File: src/hdl/ncp_ram.sv
module ncp_ram #(
  parameter int WIDTH = 8,
  parameter int DEPTH = 16
) (
  input  logic                     clk,
  input  logic                     wr_en,
  input  logic                     rd_en,
  input  logic [$clog2(DEPTH)-1:0] addr,
  input  logic [WIDTH-1:0]         wr_data,
  output logic [WIDTH-1:0]         rd_data
);

  logic [WIDTH-1:0] mem_r [DEPTH];
  logic [WIDTH-1:0] rd_data_r;

  always_ff @(posedge clk) begin
    if (wr_en) begin
      mem_r[addr] <= wr_data;
    end
    if (rd_en) begin
      rd_data_r <= mem_r[addr];
    end
  end

  assign rd_data = rd_data_r;

endmodule

File: config.mk
export PLATFORM = sky130hd
export DESIGN_NAME = ncp_ram
export DESIGN_NICKNAME = d
export VERILOG_FILES = /design/src/hdl/ncp_ram.sv
export SDC_FILE = /design/constraint.sdc
export NUM_CORES = 1
export LEC_CHECK = 0
export BUFFER_PORTS_ARGS = -buffer_cell sky130_fd_sc_hd__buf_2
export CORE_ASPECT_RATIO = 1.4
export CORE_MARGIN = 2
export CORE_UTILIZATION = 45
export DETAILED_ROUTE_END_ITERATION = 16
export GPL_ROUTABILITY_DRIVEN = 0
export PLACE_DENSITY_LB_ADDON = 0.05
export SLEW_MARGIN = 20
export SYNTH_ARGS = -nofsm -noshare
export SYNTH_HDL_FRONTEND = slang
export SYNTH_SLANG_ARGS = --single-unit
File: constraint.sdc
create_clock -name clk -period 1.75 [get_ports clk]
set_input_delay 0.0875 -clock clk [delete_from_list [all_inputs] [get_ports clk]]
set_output_delay 0.0875 -clock clk [all_outputs]
set_load 0.005 [all_outputs]
---- Word level (Yosys, flattened, before mapping) ----
Memories as Yosys holds them, arrays and structs flattened. A register that Yosys moved wholly into a read port is not among the register bits.
Cells that the tools add are included.
word-level totals
  flip-flop bits (word level) ............. 0
  memory bits (writable) .................. 128
  bits of input ports ..................... 15
  output and inout bits ................... 8
  memories kept ........................... 1
cells by class
  muxes and demuxes ....................... 2
memory list
  name   depth  bits a word  read ports  clocked after memory_dff  wr ports  line  RTL
  mem_r  16     8            1           1                         1         13    logic [WIDTH-1:0] mem_r [DEPTH];
operators with widths
  cell              count
  2-to-1 mux 1 bit  2

---- Longest topological paths before layout ----
  depth in word-level cells ............... 2
  depth in mapped cells ................... 5
  mapped depth without buffers ............ 3

---- Least setup slack after synthesis ----
Ideal clock, no wire load.
  path type ............................... input port to flip-flop
  start ................................... input addr[2]
  end ..................................... memory mem_r[0][0], enable pin
  setup time .............................. 0.383 ns
  arrival ................................. 1.197 ns
  slack ................................... 0.169 ns
  stages .................................. 2
  buffers on the path ..................... 0
  cells stage by stage .................... or3b_2 nor3_1
RTL lines
  element      line  RTL
  from (decl)  8     input logic [$clog2(DEPTH)-1:0] addr,
  to (decl)    13
Straight into the memory's write port.

==> out/results.ini <==
[job]
cap_viol_max_count=0

[placed_design]
io_buffer_count=22
place_hpwl_mm=6.60
place_worst_setup_slack_ns=0.137

[pwr]
netSwitchingFraction_pct=20.5
comb_power_share_pct=4.8
switchingPower_mw=1.48
fin_total_pwr_mw=7.23
p_leak_nw=2.03
max-vdd-ir-drop_mv=0.633
p_clk_share_pct=44.2
power_frac_seq_pct=51.1
power_density_nw_per_um2=1180
p_int_mw=5.74

[critical_path]
required_ns=1.89
path_class=flip-flop to flip-flop
arrival_ns=1.63
endpoint_kind=flip-flop
cp_max_fo=1
start_kind=flip-flop

[yosys]
avgSynthCellArea_um2=22.4
yosys_warnings=0
ys_seq_area_share_pct=79.3
synthFlopType=edfxtp_1
yosysUniqueCellTypes=17
synth_most_common_cell=edfxtp_1
syn_nets=245
synth_top_area_share_pct=79.3
synth_edf_count=136
syn_area_um2=5150
ys_ff_latch=136
synthTopCellsByCount=edfxtp_1 (136), mux4_2 (32), a22oi_1 (16), nor2_1 (13), nand2_1 (9)
syn-instance-count=230
async_flop_share_pct=0
yosys.area.top_type=edfxtp_1
synth_area_leaders=edfxtp_1 (79%), mux4_2 (14%), a22oi_1 (2.3%), nor2_1 (0.95%), nand2_1 (0.66%)

[floorplanning]
dieArea_um2=12300
start_util_pct=45.9
core_region_area_um2=11200
die_h_um=131
io_pins=23
dieWidth_um=94.4
num_rows=46

[drt]
drc_errors=0
first_pass_iters=4
wire_per_inst_um=22.6
drt_iter0_drc=154
drt_wl_total_mm=9.98
ant_nets=0
vias=2389
vias_per_cell=5.42

[sta]
fmax_ghz=0.674
fin_crit_sh_pct=84.8
setup_viol=0
relSlewSlack_pct=47.5
finalHoldViolCount=0
totalNegativeSetupSlack_ns=0
post-route-min-period_ns=1.48
skew_ns=0.00592
layout_setup_ws_ns=0.266
holdWs_ns=0.0558
finalMaxSlewViolations=0
rsz0062_at_grt=no
tightest_slew_ns=0.786

[clock_network]
ctsHoldBuffers=0
clockRootBuffer=clkbuf_16
cts_max_path_buffers=2
cts_tree=built
cts_resized=0
htree_levels=4
cts_inserted_buffers=17
cts_sinks=136
post-cts-setup-buffer-count=0
clk_latency_ns=0.41
clkTransAtPathRegs_ns=0.06

[grt]
grt_pass1_vias=2543
grt_antenna_before_repair=0
grt-ovfl-total=0
grt_usage_pct=18.3
grt_pass1_wl_mm=15.4
grt_max_degree=24

[cells_and_area]
syn_to_final_growth_pct=19.0
drive_above_1_share_pct=36.7
ff_latch_area_um2=4080
finalCoreUtilization_pct=54.6
fin_nets=300
n_antenna_cell=0
fillCellCount=893
multi_input_area_um2=1000

[run_status]
status=complete, no violations

[worst_hold_path]
hold_class=primary input to flip-flop

-- power by group through the flow --
stage	clock network [mW]	logic, mW	registers [mW]
floorplan	0	0.188	3.75
global placement	0	0.351	3.76
detailed placement	0	0.356	3.76
CTS	3.25	0.355	3.69
global route	3.37	0.382	3.70
finish	3.19	0.346	3.69
-- metal layers --
layer	up-vias	GRT usage [%]	wire length, um
met2	72	30.4	5260
li1	1079	-	-
met1	1228	23.3	4180
met4	0	7.16	126
met3	10	4.99	418
met5	-	0	0
-- cell families after synthesis --
kind of cell	Yosys count	share of synthesized area [%]
simple gates	35	3.16
mux	32	14.0
flops	136	79.3
buf+inv	11	1.17
compound gates	16	2.33
-- final cells by class --
class / count / share of cell area (%)
Sequential cell: 136 / 66.7
Multi-Input combinational cell: 83 / 16.4
Clock buffer: 17 / 6.94
Timing Repair Buffer: 47 / 5.27
Tap cell: 144 / 2.94
Clock inverter: 14 / 1.80
-- path summary, 6_finish.rpt --
| path | start | to | slack (ns) | depth (start not counted) |
|---|---|---|---|---|
| worst max register to register | mem_r[8][7]$_DFFE_PP_ | rd_data[7]$_DFFE_PP_ | 0.27 | 3 |
| worst max-delay path | mem_r[8][7]$_DFFE_PP_ | rd_data[7]$_DFFE_PP_ | 0.27 | 3 |
| worst min register to register | mem_r[15][0]$_DFFE_PP_ | rd_data[0]$_DFFE_PP_ | 0.74 | 3 |
| worst min-delay path | rd_en | rd_data[5]$_DFFE_PP_ | 0.06 | 1 |
-- state kept, by name, indices dropped and copies added (netlist names) --
name     flops
mem_r      128
rd_data      8
-- stage by stage --
step / instances / instance area [um^2]
floorplan: 230 / 5150
global placement: 410 / 5590
detailed placement: 410 / 5590
CTS: 441 / 6130
global route: 441 / 6130
finish: 441 / 6130
-- cell usage in the layout (no fill, tap or decap), types with 2 or more instances in the layout --
cell,count
a22oi_1,16
buf_12,2
buf_2,22
buf_4,23
clkbuf_16,17
clkinv_1,2
clkinv_2,5
clkinvlp_4,4
edfxtp_1,136
mux4_2,32
nand2_1,9
nand2b_1,2
nand3b_1,2
nor2_1,13
nor2b_1,2
nor3_1,4
-- worst max-delay path: stages (launching register included) --
cell      delay (ns)
edfxtp_1        0.37
mux4_2          0.47
a22oi_1         0.30
nand2_1         0.09
Power figures use the tool's default switching activity.
